**config.mk**
```make
export PLATFORM = sky130hd
export DESIGN_NAME = utf8_strict_validate_sanitize
export DESIGN_NICKNAME = d
export VERILOG_FILES = /design/src/rtl/core/utf8v_pkg.sv /design/src/rtl/core/utf8v_front.sv /design/src/rtl/core/utf8v_back.sv /design/src/rtl/core/utf8_strict_validate_sanitize.sv
export SDC_FILE = /design/constraint.sdc
export NUM_CORES = 1
export LEC_CHECK = 0
export ABC_AREA = 1
export BUFFER_PORTS_ARGS = -buffer_cell sky130_fd_sc_hd__buf_2
export CAP_MARGIN = 25
export CORE_MARGIN = 1.5
export CORE_UTILIZATION = 40
export CTS_CLUSTER_DIAMETER = 40
export DETAILED_ROUTE_END_ITERATION = 10
export PLACE_DENSITY = 0.56
export SYNTH_ARGS = -nofsm -noshare
export SYNTH_HDL_FRONTEND = slang
export SYNTH_HIERARCHICAL = 1
export SYNTH_SLANG_ARGS = --single-unit
```
**constraint.sdc**
```tcl
create_clock -name clk -period 7.4 [get_ports clk]
set_input_delay 0.37 -clock clk [delete_from_list [all_inputs] [get_ports clk]]
set_output_delay 0.37 -clock clk [all_outputs]
set_load 0.01 [all_outputs]
```
**src/rtl/core/utf8v_pkg.sv**
```systemverilog
// Package for the strict UTF-8 validator/sanitizer: item types, codes,
// byte constants and the sequence classification functions.
// No dependencies.
package utf8v_pkg;

    localparam logic [7:0] LEAD2_LO   = 8'hC2;
    localparam logic [7:0] LEAD2_HI   = 8'hDF;
    localparam logic [7:0] LEAD3_LO   = 8'hE0;
    localparam logic [7:0] LEAD3_SURR = 8'hED;
    localparam logic [7:0] LEAD4_HI   = 8'hF4;
    localparam logic [7:0] LEAD4_LO   = 8'hF0;
    localparam logic [7:0] CONT_LO    = 8'h80;
    localparam logic [7:0] CONT_HI    = 8'hBF;
    localparam logic [7:0] E0_SEC_LO  = 8'hA0;
    localparam logic [7:0] ED_SEC_HI  = 8'h9F;
    localparam logic [7:0] F0_SEC_LO  = 8'h90;
    localparam logic [7:0] F4_SEC_HI  = 8'h8F;
    localparam logic [7:0] REPL_B0    = 8'hEF;
    localparam logic [7:0] REPL_B1    = 8'hBF;
    localparam logic [7:0] REPL_B2    = 8'hBD;

    localparam int BUF_DEPTH = 4;  // held bytes plus the incoming one

    // byte with its lead class (0 = cannot lead)
    typedef struct packed {
        logic [7:0] data;
        logic [2:0] len;
    } entry_t;

    typedef struct packed {
        logic [7:0] data;
        logic       last;
        logic [2:0] len;
    } item_t;

    typedef enum logic [1:0] {
        ACT_NONE,
        ACT_HOLD,
        ACT_REPL,
        ACT_PASS
    } act_e;

    typedef struct packed {
        act_e       act;
        logic [2:0] n;
    } scan_t;

    typedef enum logic [1:0] {
        ST_SCAN,
        ST_REP1,
        ST_REP2,
        ST_PASS
    } st_e;

    function automatic logic [2:0] lead_length(input logic [7:0] b);
        logic [2:0] n;
        n = 3'd0;
        if (b < CONT_LO) n = 3'd1;
        else if (b >= LEAD2_LO && b <= LEAD2_HI) n = 3'd2;
        else if (b >= LEAD3_LO && b <= REPL_B0) n = 3'd3;
        else if (b >= LEAD4_LO && b <= LEAD4_HI) n = 3'd4;
        return n;
    endfunction

    function automatic logic follower_ok(input logic [7:0] lead, input logic [1:0] k,
                                         input logic [7:0] b);
        logic ok;
        ok = (b >= CONT_LO) && (b <= CONT_HI);
        if (k == 2'd1) begin
            if (lead == LEAD3_LO) ok = (b >= E0_SEC_LO) && (b <= CONT_HI);
            else if (lead == LEAD3_SURR) ok = (b >= CONT_LO) && (b <= ED_SEC_HI);
            else if (lead == LEAD4_LO) ok = (b >= F0_SEC_LO) && (b <= CONT_HI);
            else if (lead == LEAD4_HI) ok = (b >= CONT_LO) && (b <= F4_SEC_HI);
        end
        return ok;
    endfunction

    // what to do with the sequence starting at w[0], c entries valid
    function automatic scan_t classify(input entry_t [BUF_DEPTH-1:0] w,
                                       input logic [2:0] c, input logic last);
        scan_t      r;
        logic [2:0] n;
        logic [2:0] m;
        logic       ok;
        n      = w[0].len;
        m      = (n < c) ? n : c;
        ok     = 1'b1;
        r.n    = n;
        for (int k = 1; k < BUF_DEPTH; k++) begin
            if ((3'(k) < m) && !follower_ok(w[0].data, 2'(k), w[k].data)) ok = 1'b0;
        end
        if (c == 3'd0) r.act = ACT_NONE;
        else if (n == 3'd0 || !ok) r.act = ACT_REPL;
        else if (c >= n) r.act = ACT_PASS;
        else if (last) r.act = ACT_REPL;
        else r.act = ACT_HOLD;
        return r;
    endfunction

endpackage

```
**src/rtl/core/utf8v_front.sv**
```systemverilog
// Front end: takes input bytes, tags each with its lead class and queues
// them (two entries) for the back end. Depends on utf8v_pkg.
module utf8v_front (
    input  logic                 clk,
    input  logic                 rst_n,
    input  logic                 in_valid,
    output logic                 in_ready,
    input  logic [7:0]           in_byte,
    input  logic                 in_last,
    output logic                 head_valid,
    output utf8v_pkg::item_t     head,
    input  logic                 head_pop
);

    utf8v_pkg::item_t q_reg [2];
    logic             wr_ptr_reg, wr_ptr_next;
    logic             rd_ptr_reg, rd_ptr_next;
    logic [1:0]       fill_reg, fill_next;
    logic             push;
    logic             pop;

    assign in_ready   = (fill_reg != 2'd2);
    assign push       = in_valid && in_ready;
    assign head_valid = (fill_reg != 2'd0);
    assign pop        = head_pop && head_valid;
    assign head       = q_reg[rd_ptr_reg];

    always_comb
    begin
        wr_ptr_next = push ? ~wr_ptr_reg : wr_ptr_reg;
        rd_ptr_next = pop ? ~rd_ptr_reg : rd_ptr_reg;
        fill_next   = fill_reg + {1'b0, push} - {1'b0, pop};
    end

    always_ff @(posedge clk or negedge rst_n)
    begin
        if (!rst_n)
        begin
            wr_ptr_reg <= 1'b0;
            rd_ptr_reg <= 1'b0;
            fill_reg   <= 2'd0;
        end
        else
        begin
            wr_ptr_reg <= wr_ptr_next;
            rd_ptr_reg <= rd_ptr_next;
            fill_reg   <= fill_next;
        end
    end

    always_ff @(posedge clk)
    begin
        if (push)
        begin
            q_reg[wr_ptr_reg] <= '{data: in_byte, last: in_last,
                                   len: utf8v_pkg::lead_length(in_byte)};
        end
    end

endmodule

```
**src/rtl/core/utf8v_back.sv**
```systemverilog
// Back end: scan sequencer over the held bytes plus the queue head,
// emitting output bytes through an output register; it pops no head
// while an item is open. Depends on utf8v_pkg.
module utf8v_back (
    input  logic                 clk,
    input  logic                 rst_n,
    input  logic                 head_valid,
    input  utf8v_pkg::item_t     head,
    output logic                 head_pop,
    output logic                 out_valid,
    input  logic                 out_ready,
    output logic [7:0]           out_byte,
    output logic                 replaced,
    output logic                 run_last,
    output logic                 text_end,
    output logic                 text_valid
);

    utf8v_pkg::st_e                             state_reg, state_next;
    logic                                       busy_reg, busy_next;
    logic [2:0]                                 cnt_reg, cnt_next;
    logic                                       last_reg, last_next;
    logic                                       saw_bad_reg, saw_bad_next;
    logic [1:0]                                 pass_left_reg, pass_left_next;
    utf8v_pkg::entry_t [utf8v_pkg::BUF_DEPTH-1:0] buf_reg, buf_next;

    logic       out_valid_reg, out_valid_next;
    logic [7:0] out_byte_reg, out_byte_next;
    logic       replaced_reg, replaced_next;
    logic       run_last_reg, run_last_next;
    logic       text_end_reg, text_end_next;
    logic       text_valid_reg, text_valid_next;

    utf8v_pkg::entry_t [utf8v_pkg::BUF_DEPTH-1:0] wb;
    utf8v_pkg::entry_t [utf8v_pkg::BUF_DEPTH-1:0] sb;
    logic [2:0]       wc;
    logic [2:0]       sc;
    logic             wl;
    utf8v_pkg::scan_t cur;
    utf8v_pkg::scan_t rem;
    logic             cur_done;
    logic             rem_done;
    logic             adv;
    logic             emit;
    logic             fin;
    logic [7:0]       e_byte;
    logic             e_rep;
    logic             bad_now;

    assign out_valid  = out_valid_reg;
    assign out_byte   = out_byte_reg;
    assign replaced   = replaced_reg;
    assign run_last   = run_last_reg;
    assign text_end   = text_end_reg;
    assign text_valid = text_valid_reg;

    assign adv = !out_valid_reg || out_ready;

    // working view: held bytes, plus the queue head when no item is open
    always_comb
    begin
        wb = buf_reg;
        if (busy_reg)
        begin
            wc = cnt_reg;
            wl = last_reg;
        end
        else
        begin
            wb[cnt_reg[1:0]] = '{data: head.data, len: head.len};
            wc = cnt_reg + 3'd1;
            wl = head.last;
        end
        sb       = wb;
        sb[2:0]  = wb[3:1];
        sc       = (wc == 3'd0) ? 3'd0 : wc - 3'd1;
        cur      = utf8v_pkg::classify(wb, wc, wl);
        rem      = utf8v_pkg::classify(sb, sc, wl);
        cur_done = (cur.act == utf8v_pkg::ACT_NONE) || (cur.act == utf8v_pkg::ACT_HOLD);
        rem_done = (rem.act == utf8v_pkg::ACT_NONE) || (rem.act == utf8v_pkg::ACT_HOLD);
    end

    always_comb
    begin
        state_next     = state_reg;
        busy_next      = busy_reg;
        cnt_next       = cnt_reg;
        last_next      = last_reg;
        saw_bad_next   = saw_bad_reg;
        pass_left_next = pass_left_reg;
        buf_next       = buf_reg;
        head_pop       = 1'b0;
        emit           = 1'b0;
        fin            = 1'b0;
        e_byte         = out_byte_reg;
        e_rep          = 1'b0;
        bad_now        = 1'b0;

        if (adv)
        begin
            case (state_reg)
                utf8v_pkg::ST_SCAN:
                begin
                    if (busy_reg || head_valid)
                    begin
                        head_pop  = !busy_reg;
                        last_next = wl;
                        case (cur.act)
                            utf8v_pkg::ACT_HOLD:
                            begin
                                buf_next  = wb;
                                cnt_next  = wc;
                                busy_next = 1'b0;
                            end
                            utf8v_pkg::ACT_REPL:
                            begin
                                emit       = 1'b1;
                                e_byte     = utf8v_pkg::REPL_B0;
                                e_rep      = 1'b1;
                                bad_now    = 1'b1;
                                buf_next   = sb;
                                cnt_next   = sc;
                                busy_next  = 1'b1;
                                state_next = utf8v_pkg::ST_REP1;
                            end
                            utf8v_pkg::ACT_PASS:
                            begin
                                emit     = 1'b1;
                                e_byte   = wb[0].data;
                                buf_next = sb;
                                cnt_next = sc;
                                if (cur.n == 3'd1)
                                begin
                                    fin       = rem_done;
                                    busy_next = 1'b1;
                                end
                                else
                                begin
                                    pass_left_next = 2'(cur.n - 3'd1);
                                    busy_next      = 1'b1;
                                    state_next     = utf8v_pkg::ST_PASS;
                                end
                            end
                            default:
                            begin
                                busy_next = 1'b0;
                            end
                        endcase
                    end
                end
                utf8v_pkg::ST_REP1:
                begin
                    emit       = 1'b1;
                    e_byte     = utf8v_pkg::REPL_B1;
                    e_rep      = 1'b1;
                    state_next = utf8v_pkg::ST_REP2;
                end
                utf8v_pkg::ST_REP2:
                begin
                    emit       = 1'b1;
                    e_byte     = utf8v_pkg::REPL_B2;
                    e_rep      = 1'b1;
                    fin        = cur_done;
                    state_next = utf8v_pkg::ST_SCAN;
                end
                utf8v_pkg::ST_PASS:
                begin
                    emit           = 1'b1;
                    e_byte         = wb[0].data;
                    buf_next       = sb;
                    cnt_next       = sc;
                    pass_left_next = pass_left_reg - 2'd1;
                    if (pass_left_reg == 2'd1)
                    begin
                        fin        = rem_done;
                        state_next = utf8v_pkg::ST_SCAN;
                    end
                end
                default:
                begin
                    state_next = utf8v_pkg::ST_SCAN;
                end
            endcase
        end

        if (bad_now)
        begin
            saw_bad_next = 1'b1;
        end

        // item finished: close it, and on end of text drop all state
        if (fin)
        begin
            busy_next  = 1'b0;
            state_next = utf8v_pkg::ST_SCAN;
            if (wl)
            begin
                cnt_next     = 3'd0;
                saw_bad_next = 1'b0;
            end
        end

        out_valid_next  = out_valid_reg;
        out_byte_next   = out_byte_reg;
        replaced_next   = replaced_reg;
        run_last_next   = run_last_reg;
        text_end_next   = text_end_reg;
        text_valid_next = text_valid_reg;
        if (emit)
        begin
            out_valid_next  = 1'b1;
            out_byte_next   = e_byte;
            replaced_next   = e_rep;
            run_last_next   = fin;
            text_end_next   = fin && wl;
            text_valid_next = fin && wl && !(saw_bad_reg || bad_now);
        end
        else if (adv)
        begin
            out_valid_next = 1'b0;
        end
    end

    always_ff @(posedge clk or negedge rst_n)
    begin
        if (!rst_n)
        begin
            state_reg     <= utf8v_pkg::ST_SCAN;
            busy_reg      <= 1'b0;
            cnt_reg       <= 3'd0;
            last_reg      <= 1'b0;
            saw_bad_reg   <= 1'b0;
            pass_left_reg <= 2'd0;
            out_valid_reg <= 1'b0;
        end
        else
        begin
            state_reg     <= state_next;
            busy_reg      <= busy_next;
            cnt_reg       <= cnt_next;
            last_reg      <= last_next;
            saw_bad_reg   <= saw_bad_next;
            pass_left_reg <= pass_left_next;
            out_valid_reg <= out_valid_next;
        end
    end

    always_ff @(posedge clk)
    begin
        buf_reg        <= buf_next;
        out_byte_reg   <= out_byte_next;
        replaced_reg   <= replaced_next;
        run_last_reg   <= run_last_next;
        text_end_reg   <= text_end_next;
        text_valid_reg <= text_valid_next;
    end

    // replacement bytes follow the lead without a gap once taken
    a_rep1_byte: assert property (@(posedge clk) disable iff (!rst_n)
        state_reg == utf8v_pkg::ST_REP1 |-> out_valid_reg && replaced_reg
                                           && out_byte_reg == utf8v_pkg::REPL_B0)
        else $error("REP1 without EF lead in output register");

    a_idle_scan: assert property (@(posedge clk) disable iff (!rst_n)
        !busy_reg |-> state_reg == utf8v_pkg::ST_SCAN && cnt_reg <= 3'd3)
        else $error("closed item left sequencer mid-run or overfilled");

    a_end_marks_run: assert property (@(posedge clk) disable iff (!rst_n)
        out_valid_reg && text_end_reg |-> run_last_reg)
        else $error("text end not on the last result of its byte");

    a_end_clears: assert property (@(posedge clk) disable iff (!rst_n)
        out_valid_reg && out_ready && text_end_reg |-> !busy_reg && cnt_reg == 3'd0)
        else $error("state left over after end of text");

endmodule

```
**src/rtl/core/utf8_strict_validate_sanitize.sv**
```systemverilog
// Top level of the strict UTF-8 validator/sanitizer: front end (tag and
// queue) feeding the scan/emit back end. Depends on utf8v_pkg,
// utf8v_front and utf8v_back.
//
// With the back end idle, the byte that completes a sequence is taken from
// the queue in the next cycle; the sequence's first byte goes straight into
// the output register. Flow: while the output is taken, the back end does
// one step per cycle and ASCII flows at 1 byte/cycle. An n-byte character
// is held while its prefix builds, then emitted byte by byte; each U+FFFD is
// emitted as EF, BF, BD from ST_SCAN, ST_REP1 and ST_REP2. The input stalls
// once the 2-entry queue fills behind a burst.
// Reset: rst_n asynchronous, active low; clears queue, sequencer and output
// valid. Held sequence bytes are not reset (only read below the count).
module utf8_strict_validate_sanitize (
    input  logic       clk,
    input  logic       rst_n,
    // input channel
    input  logic       in_valid,
    output logic       in_ready,
    input  logic [7:0] in_byte,
    input  logic       in_last,
    // output channel
    output logic       out_valid,
    input  logic       out_ready,
    output logic [7:0] out_byte,
    output logic       replaced,
    output logic       run_last,
    output logic       text_end,
    output logic       text_valid
);

    // queue head between the two halves
    logic             head_valid;
    logic             head_pop;
    utf8v_pkg::item_t head;

    // front: accepts bytes, works out each byte's lead class, queues the item
    utf8v_front u_front (
        .clk        (clk),
        .rst_n      (rst_n),
        .in_valid   (in_valid),
        .in_ready   (in_ready),
        .in_byte    (in_byte),
        .in_last    (in_last),
        .head_valid (head_valid),
        .head       (head),
        .head_pop   (head_pop)
    );

    // back: holds partial sequences, checks them strictly, passes good bytes
    // and swaps a failed lead for EF BF BD, rescanning the bytes behind it
    utf8v_back u_back (
        .clk        (clk),
        .rst_n      (rst_n),
        .head_valid (head_valid),
        .head       (head),
        .head_pop   (head_pop),
        .out_valid  (out_valid),
        .out_ready  (out_ready),
        .out_byte   (out_byte),
        .replaced   (replaced),
        .run_last   (run_last),
        .text_end   (text_end),
        .text_valid (text_valid)
    );

endmodule
```
; ---- After elaboration in Yosys (flattened, before gate mapping)
; Memories as Yosys holds them, arrays and structs flattened.
; Index checks and enable logic that the tools add are counted.
[classes]
addsub = 6
n_lt_le_gt_ge = 33
n_eq_ne = 27
muxes = 87
bitwise_logic = 2
n_reduce_logical = 63
[ops]
columns = operator, n
row1 = $pmux W44 S2, 2
row2 = $mux W44, 2
row3 = $ge A8 B8 Y1 const B, 10
row4 = $le A8 B8 Y1 const B, 10
row5 = $eq A8 B8 Y1 const B, 8
row6 = $bwmux W44, 1
row7 = $mux W1, 41
row8 = $mux W3, 13
row9 = $pmux W8 S4, 1
row10 = $mux W2, 15
row11 = $logic_and A1 B1 Y1, 25
row12 = $demux W11 S2, 1
row13 = $pmux W8 S2, 1
row14 = $logic_not A3 Y1, 4
row15 = $lt A2 B3 Y1 const A, 4
row16 = $pmux W3 S2, 2
row17 = $reduce_bool A2 Y1, 6
row18 = $mux W11, 1
row19 = $reduce_and A5 Y1, 2
row20 = $logic_not A1 Y1, 9
row21 = $eq A2 B1 Y1 const B, 4
row22 = $eq A2 B2 Y1 const B, 4
row23 = $lt A8 B8 Y1 const B, 1
row24 = $mux W8, 1
row25 = 28 further kinds, 50
[word_totals]
regBits = 71
ram_bits = 24
inputBits = 13
output_inout_bits = 14
wordCells = 242
n_memories = 1
[memory_table]
columns = name, words, word_bits, rd, rd_clocked_by_memory_dff, write_ports, line_no
row1 = u_front.q_reg, 2, 12, 1, 0, 1, utf8v_front.sv:15  ; utf8v_pkg::item_t q_reg [2];

; ---- Depth between registers and ports, before layout
; Gate-level depths: netlist (run 1).
[depth]
ltp_word = 30
depth_mapped = 26
ltp_nobuf = 25

; ---- Cells and area by module
; The synthesis (run 1) kept the hierarchy.
[by_module_without_submodules]
columns = module, n_inst, cells_each, area_each_um2
row1 = utf8v_back, 1, 584, 4486.8
row2 = utf8v_front, 1, 112, 1169.9

; ---- Worst setup path after synthesis (run 1)
; No wires, ideal clock.
[synth_path]
path_type = register -> register
from = register u_back.cnt_reg[0]
to = register u_back/buf_reg[16] (netlist bit) (data pin)
setup_ns = 0.264
arrival_time_ns = 3.150
required_time_ns = 7.136
setup_slack_ns = 3.985
stages_incl_launch_ff = 27
n_path_buf = 3
synth_period_minus_slack_ns = 3.415
path_cell_list = dfrtp_1 > inv_1 > ha_1 > buf_4 > inv_2 > nor2_4 > or2_1 > o21a_1 > inv_1 > ha_1 > nand2_1 > nor2_1 > nor2_1 > nand2_1 > nand2_1 > inv_1 > nand2_1 > nand2_1 > or2_1 > nand3_2 > nand4_4 > nand2_2 > nand2_2 > buf_6 > buf_6 > nand2_1 > o21ai_1
[synth_between]
elab_chain_len = 26
word_cells_on_any_way = 63
[synth_rtl]
columns = item, line_no
row1 = "start, declared", utf8v_back.sv:21  ; logic [2:0] cnt_reg, cnt_next;
row2 = "start signal, assigned", utf8v_back.sv:240  ; cnt_reg <= cnt_next;
row3 = $lt A2 B3 Y1 (implied by the code) / $ge A2 B1 Y1 (equally long branches), utf8v_back.sv:70  ; wb[cnt_reg[1:0]] = '{data: head.data, len: head.len};
row4 = $logic_and A1 B1 Y1 (implied by the code), utf8v_back.sv:70
row5 = $mux W11 (implied by the code), utf8v_back.sv:70
row6 = $demux W11 S2, -
row7 = $bwmux W44, utf8v_back.sv:70
row8 = $mux W44, utf8v_back.sv:63  ; if (busy_reg)
row9 = $ge A8 B8 Y1 (tied with other cells), "utf8v_pkg.sv:68, utf8v_pkg.sv:71, utf8v_pkg.sv:73"
row10 = "$logic_and A1 B1 Y1, on equally long branches", "utf8v_pkg.sv:68, utf8v_pkg.sv:73"
row11 = (+10 left out), -
row12 = $logic_or A1 B1 Y1, utf8v_pkg.sv:93  ; else if (n == 3'd0 || !ok) r.act = ACT_REPL;
row13 = $mux W2, utf8v_pkg.sv:93
row14 = $mux W2, utf8v_pkg.sv:92  ; if (c == 3'd0) r.act = ACT_NONE;
row15 = $eq A2 B2 Y1, utf8v_back.sv:108  ; case (cur.act)
row16 = $reduce_or A2 Y1 (no line), -
row17 = $pmux W44 S2, utf8v_back.sv:108
row18 = $mux W44, utf8v_back.sv:104  ; if (busy_reg || head_valid)
row19 = $pmux W44 S2 (*), utf8v_back.sv:101  ; case (state_reg)
row20 = "end signal, assigned", utf8v_back.sv:250  ; buf_reg <= buf_next;
row21 = "end, declared", utf8v_back.sv:25  ; utf8v_pkg::entry_t [utf8v_pkg::BUF_DEPTH-1:0] buf_reg, buf_next;
; Every way passes the cells marked *; elsewhere a longest branch is shown, timed or not. The select of a mux whose other input is x is not followed.
; A chain may end at the register's enable or synchronous reset.

; ---- Final worst setup path (run 1)
[layout_path]
from = register u_back.cnt_reg[0]
to = register u_back/buf_reg[9] (netlist bit) (data pin)
; The elaborated chain is that of the path after synthesis.

==> results.cfg, run 1 <==
[outcome]
status = finished clean

[floorplan]
die_width_microns = 122
ioPinCount = 27
starting_density_pct = 40.9
floorplan.rows = 43
placeable_core_region_sq_mm = 0.0138
die_y_microns = 122
die_area_sq_mm = 0.0149

[yosys]
synth_top_cell_area_share_pct = 42.5
complex_gate_fraction_of_the_synthesized_area_pct = 10.0
cell_accounting_for_the_most_synthesized_area = sky130_fd_sc_hd__edfxtp_1
synth_top_family_by_area = simple AND/OR/NAND/NOR gates
syn_avg_cell_area_sq_um = 8.13
synth_simple_gate_area_share_pct = 26.7
ys.flop_type = sky130_fd_sc_hd__edfxtp_1
synth.lib_cells_used.distinct = 37
postSynthCellCount = 696
yosys-top-cells-count = sky130_fd_sc_hd__nand2_1 (246), sky130_fd_sc_hd__inv_1 (86), sky130_fd_sc_hd__edfxtp_1 (80)
synthMostInstantiatedCell = sky130_fd_sc_hd__nand2_1
ys_seq_area_share_pct = 49.1
syn_area_sq_mm = 0.00566
synth-adder-area-share_pct = 4.20
synth_fp_nets = 728
xor_xnor_share_of_the_synthesized_area_pct = 0.575
synth_warnings = 6
async_flop_share_pct = 15.8
post_synth_main_area_contributors = sky130_fd_sc_hd__edfxtp_1 (42%), sky130_fd_sc_hd__nand2_1 (16%), sky130_fd_sc_hd__dfrtp_1 (6.6%)
synth_edf_count = 80
muxShareOfSynthArea_pct = 0.177
synth_seq_cells = 95

[sta]
worst-slew-pin-transition_ns = 0.865
maxClockFrequency_ghz = 0.216
report.final.setup_viol = 0
worst_slew_margin_rel_pct = 42.1
worst_clock_skew_ns = 0.00746
fin_crit_sh_pct = 62.7
unrepaired_setup_endpoints_after_global_routing = false
postLayoutSetupSlackWorst_ns = 2.76
period_needed_ns = 4.64
finalSetupTns_ns = 0
final_hold_viol_count = 0
timing_max_transition_violations_final = 0

[final_layout]
layout.cells.non_filler = 902
antennaDiodeCount = 0
finish.net_count = 749
largest_register_ff_count = 44
synthToLayoutAreaGrowth_pct = 8.85
drive_gt1_share_pct = 10.1
nFillCells = 1398

[global_routing]
globalRoute.totalOverflow = 0
grt_first_pass_wirelength_mm = 21.0
antenna_found_initial = 0
track_usage_pct = 18.5
grt_start_max_net_pins = 50
via_count_of_the_first_global_routing_pass = 4249

[worst_setup_path]
crit_chain = inv_1, ha_1, nand2_4, o21ai_0, inv_1, ha_1, nand2_1, nor2_1, nor2_1, nand2_1, nand2_1, inv_1, nand2_1, nand2_1, or2_1, nand3_2, nand4_4, nand2_2, nand2_2, inv_2, o21ai_0
worst_path_max_delay_cell = sky130_fd_sc_hd__inv_2
cp_top_family = simple AND/OR/NAND/NOR gates
critical-path-max-stage-delay_ns = 0.50
path_class = reg2reg
path_buf_inv = 4
cp_data_arrival_time_ns = 4.73
worstSetupStartpointType = flip-flop
end_kind = flip-flop
worst_ep_required_time_ns = 7.49
cpMostUsedCell = sky130_fd_sc_hd__nand2_1
path_max_fanout = 49

[placement]
finalWeightedCongestion = 0.833
place.detailed.instances = 884
io_buffers = 26
post-place-ws_ns = 2.79
detailedPlacementHpwl_mm = 9.72

[detailed_routing]
drt_first_pass_iters = 4
drt-wirelength-per-cell_microns = 14.2
drcViolationCount = 0
post_drt_via_cell_ratio = 4.85
vias = 4373
post_detailed_routing_wire_length_mm = 12.9
route.antenna.remaining_nets = 0
first_iter_violations = 313

[clocking]
clk_pin_slew_ns = 0.06
cts_buffer_depth = 2
cts-root-buf = sky130_fd_sc_hd__clkbuf_16
worst_skew_pair.late_latency_ns = 0.35
count_of_buffers_added_by_post_cts_timing_repair_for_setup = 0
cts.htree.levels = 3
cts_tree = yes
cts_made_buffers = 9
clock-sinks = 95

[job]
max_cap_viol_count = 0

[hold_path]
hp-class = in2reg
==> cell usage in the layout (no fill, tap or decap), drive strengths merged <==
| cell type | n |
|---|---|
| nor3 | 5 |
| bufinv | 1 |
| o22ai | 1 |
| or2 | 5 |
| o31ai | 1 |
| a21oi | 22 |
| a31oi | 2 |
| dlygate4sd3 | 1 |
| clkinv | 3 |
| edfxtp | 80 |
| nor3b | 1 |
| nand2 | 252 |
| clkbuf | 11 |
| and3 | 1 |
| o21a | 4 |
| buf | 28 |
| clkinvlp | 1 |
| nand4 | 5 |
| dfrtp | 15 |
| ha | 19 |
| mux2i | 1 |
| o21ai | 75 |
| xor2 | 2 |
| nand3 | 26 |
| nor2 | 66 |
| inv | 94 |
==> path summary, 6_finish.rpt <==
check / from / end / slack, ns / cells past startpoint
max in group asynchronous: rst_n / u_back/cnt_reg[1] / 6.67 / 2
setup reg to reg: u_back/cnt_reg[0] / u_back/buf_reg[9] / 2.76 / 21
setup / recovery: u_back/cnt_reg[0] / u_back/buf_reg[9] / 2.76 / 21
hold / removal: in_last / u_front/q_reg[1][3] / 0.22 / 1
hold reg to reg: u_front/wr_ptr_reg / u_front/wr_ptr_reg / 0.48 / 2
min in group asynchronous: rst_n / u_back/pass_left_reg[1] / 0.46 / 2
==> worst register-to-register path: stages, from the launching register on <==
cell and delay (ns):
sky130_fd_sc_hd__dfrtp_1 0.45, sky130_fd_sc_hd__inv_1 0.13, sky130_fd_sc_hd__ha_1 0.42, sky130_fd_sc_hd__nand2_4 0.20, sky130_fd_sc_hd__o21ai_0 0.33, sky130_fd_sc_hd__inv_1 0.12
sky130_fd_sc_hd__ha_1 0.34, sky130_fd_sc_hd__nand2_1 0.07, sky130_fd_sc_hd__nor2_1 0.03, sky130_fd_sc_hd__nor2_1 0.09, sky130_fd_sc_hd__nand2_1 0.07, sky130_fd_sc_hd__nand2_1 0.16
sky130_fd_sc_hd__inv_1 0.06, sky130_fd_sc_hd__nand2_1 0.07, sky130_fd_sc_hd__nand2_1 0.06, sky130_fd_sc_hd__or2_1 0.26, sky130_fd_sc_hd__nand3_2 0.12, sky130_fd_sc_hd__nand4_4 0.15
sky130_fd_sc_hd__nand2_2 0.13, sky130_fd_sc_hd__nand2_2 0.49, sky130_fd_sc_hd__inv_2 0.51, sky130_fd_sc_hd__o21ai_0 0.12
==> final cells by class <==
cell class	instances	area, sq um	share of cell area (%)
Timing Repair Buffer	29	155	2.52
Sequential cell	95	2780	45.1
Inverter	94	360	5.85
Tap cell	180	225	3.66
Clock buffer	11	233	3.78
Clock inverter	5	48.8	0.793
Multi-Input combinational cell	488	2360	38.3
==> stage by stage <==
stage | cell area, sq um | hold slack (ns) | util (%)
6_report | 6160 | 0.216 | 44.5
5_1_grt | 6160 | 0.204 | 44.5
4_1_cts | 6150 | 0.205 | 44.5
3_5_place_dp | 5860 | 0.305 | 42.4
3_3_place_gp | 5860 | 0.299 | 42.4
2_1_floorplan | 5660 | 0.0744 | -
==> cells by family after synthesis <==
kind of cell             after synthesis
AO/OA/AOI/OAI                        105
XOR/XNOR                               2
adder cells (fa/ha/maj)               19
buffers and inverters                113
flip-flops                            95
multiplexers                           1
AND/OR/NAND/NOR                      361
==> layer usage <==
layer / part of all wire [%] / wire length [microns] / track usage, %
met1: 47 / 6080 / 24.0
met3: 3.8 / 483 / 4.73
met5: 0 / 0 / 0
met2: 48 / 6120 / 31.4
met4: 1.3 / 168 / 3.90
==> timing repair <==
item,CTS,global route
endpoints found under the hold margin,15,0
hold buffers,1,0
gates resized for setup,0,0
Power of run 1 is left out: the tool's default activity adds up to more than one toggle a clock period on the data nets, which glitch-free logic cannot reach.
==> run 2, diff against run 1 <==
- ABC_AREA: 1 -> 0
- clock period: 7.4 -> 4.4 ns (I/O delays scaled with it)
==> run 2 against run 1 <==
Routed wire length up 18%. First-iteration DRC count up 51%. Critical path depth down 8. Sequential cell count unchanged. Maximum frequency up 16%. Global-route usage up 1.5 points. Count of clock-buffer cells in the layout down 2. Die area up 6.6%. Synthesized cell count down 20%. Via count up 4.0%. Critical path type unchanged.
==> results.cfg, run 2 <==
[yosys]
synthMostInstantiatedCell = sky130_fd_sc_hd__edfxtp_1
yosys-top-cells-count = sky130_fd_sc_hd__edfxtp_1 (80), sky130_fd_sc_hd__nand2_1 (69), sky130_fd_sc_hd__mux2i_1 (44)
post_synth_main_area_contributors = sky130_fd_sc_hd__edfxtp_1 (40%), sky130_fd_sc_hd__mux2i_1 (7.3%), sky130_fd_sc_hd__dfrtp_1 (6.2%)
ys.flop_type = sky130_fd_sc_hd__edfxtp_1
cell_accounting_for_the_most_synthesized_area = sky130_fd_sc_hd__edfxtp_1
synth_seq_cells = 95
syn_avg_cell_area_sq_um = 10.9
synth.lib_cells_used.distinct = 81
async_flop_share_pct = 15.8
synth_warnings = 6
ys_seq_area_share_pct = 46.0
synth_edf_count = 80
synth_top_cell_area_share_pct = 39.8
synth_fp_nets = 586
syn_area_sq_mm = 0.00604
postSynthCellCount = 554

[final_layout]
drive_gt1_share_pct = 19.1
synthToLayoutAreaGrowth_pct = 11.7
leading_cell_type_in_the_layout_fill_and_taps_excluded = sky130_fd_sc_hd__edfxtp_1
most-common-layout-cells = sky130_fd_sc_hd__edfxtp_1 (80), sky130_fd_sc_hd__nand2_1 (69), sky130_fd_sc_hd__mux2i_1 (44)
antennaDiodeCount = 0
largest_register_ff_count = 44
finish.net_count = 620

[job]
max_cap_viol_count = 0

[worst_setup_path]
path_buf_inv = 1
end_kind = flip-flop
path_class = reg2reg
cp_data_arrival_time_ns = 4.11
worst_path_max_delay_cell = sky130_fd_sc_hd__nor2_8
worst-path-stages = 13
critical-path-max-stage-delay_ns = 0.45
cpMostUsedCell = sky130_fd_sc_hd__ha_1
crit_chain = inv_1, ha_1, nand2b_1, mux2i_4, ha_1, nand3_1, o21ai_0, or2_2, a311oi_2, and2_1, a31oi_4, nor2_8, mux2_1
cp_top_family = simple AND/OR/NAND/NOR gates
ff2ff_path_depth = 13
path_max_fanout = 28
worstSetupStartpointType = flip-flop
worst_ep_required_time_ns = 4.51

[floorplan]
starting_density_pct = 41.3
die_area_sq_mm = 0.0159
die_width_microns = 126
ioPinCount = 27
floorplan.rows = 44
die_y_microns = 126
placeable_core_region_sq_mm = 0.0146

[global_routing]
grt_start_max_net_pins = 45
track_usage_pct = 20.0
via_count_of_the_first_global_routing_pass = 4485
antenna_found_initial = 0
grt_first_pass_wirelength_mm = 24.9
globalRoute.totalOverflow = 0

[sta]
postLayoutSetupSlackWorst_ns = 0.405
timing_max_transition_violations_final = 0
unrepaired_setup_endpoints_after_global_routing = false
worst-slew-pin-transition_ns = 0.979
worst_clock_skew_ns = 0.0101
maxClockFrequency_ghz = 0.250
fin_crit_sh_pct = 90.8
finalSetupTns_ns = 0
worst_slew_margin_rel_pct = 34.5
period_needed_ns = 4.00
report.final.setup_viol = 0
final_hold_viol_count = 0

[detailed_routing]
drt_first_pass_iters = 8
drt-wirelength-per-cell_microns = 19.5
drcViolationCount = 0
post_drt_via_cell_ratio = 5.86
vias = 4550
route.antenna.remaining_nets = 0
first_iter_violations = 472
post_detailed_routing_wire_length_mm = 15.1

[placement]
detailedPlacementHpwl_mm = 10.9
post-place-ws_ns = 0.421
io_buffers = 26
finalWeightedCongestion = 0.861

[clocking]
cts.htree.levels = 3
cts_tree = yes
cts-root-buf = sky130_fd_sc_hd__clkbuf_16
worst_skew_pair.late_latency_ns = 0.36
clock-sinks = 95
cts_made_buffers = 9
clk_pin_slew_ns = 0.08
cts_buffer_depth = 2

[hold_path]
hp-class = in2reg
holdPathStages = 1

[outcome]
status = finished clean
## run 2: per-layer routing
| layer | vias to the layer above | share of wire [%] | global-route usage [%] |
|---|---|---|---|
| met5 | - | 0 | 0 |
| met3 | 18 | 4.8 | 3.53 |
| met2 | 126 | 48 | 32.4 |
| met4 | 0 | 1.3 | 5.34 |
| li1 | 2185 | - | - |
| met1 | 2221 | 46 | 27.9 |
## run 2: final timing paths
kind,start,end,slack (ns)
max in group asynchronous,rst_n,u_front/rd_ptr_reg,3.79
min reg2reg,u_back/saw_bad_reg,u_back/saw_bad_reg,0.49
max reg2reg,u_back/cnt_reg[1],u_back/buf_reg[26],0.40
max,u_back/cnt_reg[1],u_back/buf_reg[26],0.40
min in group asynchronous,rst_n,u_back/out_valid,0.32
min,in_last,u_front/q_reg[1][3],0.05
## run 2: per-stage QoR
stage / cell area, sq um / instances / utilization (%) / hold slack (ns)
floorplan: 6050 / 554 / - / -0.0756
finish: 6750 / 777 / 46.1 / 0.0469
CTS: 6750 / 777 / 46.1 / 0.0320
detailed placement: 6450 / 760 / 44.0 / 0.180
global route: 6750 / 777 / 46.1 / 0.0425
global placement: 6450 / 760 / 44.0 / 0.161
## run 2: worst reg2reg max path: stages, from the launching register on
cell and delay [ns]:
sky130_fd_sc_hd__dfrtp_1 0.36, sky130_fd_sc_hd__inv_1 0.08, sky130_fd_sc_hd__ha_1 0.23, sky130_fd_sc_hd__nand2b_1 0.28
sky130_fd_sc_hd__mux2i_4 0.38, sky130_fd_sc_hd__ha_1 0.31, sky130_fd_sc_hd__nand3_1 0.09, sky130_fd_sc_hd__o21ai_0 0.15
sky130_fd_sc_hd__or2_2 0.34, sky130_fd_sc_hd__a311oi_2 0.28, sky130_fd_sc_hd__and2_1 0.26, sky130_fd_sc_hd__a31oi_4 0.15
sky130_fd_sc_hd__nor2_8 0.45, sky130_fd_sc_hd__mux2_1 0.40
## run 2: logic make-up after synthesis
logic type,synth area share (%)
muxes,11.2
DFF,46.0
buffers and inverters,3.96
xor gates and xnor gates,0.994
and+or+nand+nor,17.6
AOI/OAI and AO/OA,16.3
adders and majority gates,3.93
## run 2: final cells by class
type / instances / area, sq um
tap: 184 / 230
sequential: 95 / 2780
multi-input combinational: 410 / 3040
clock inverter: 7 / 66.3
timing repair buffer: 55 / 350
inverter: 17 / 63.8
fill: 1378 / 7890
clock buffer: 9 / 225
## run 2: what timing repair did
action | CTS | global route
hold buffers | 1 | 0
gates resized for setup | 0 | 0
hold endpoints to repair | 15 | 0
setup buffers | 0 | 0
endpoints found under the setup margin | 0 | 0
Power of run 2 is left out for the same reason.
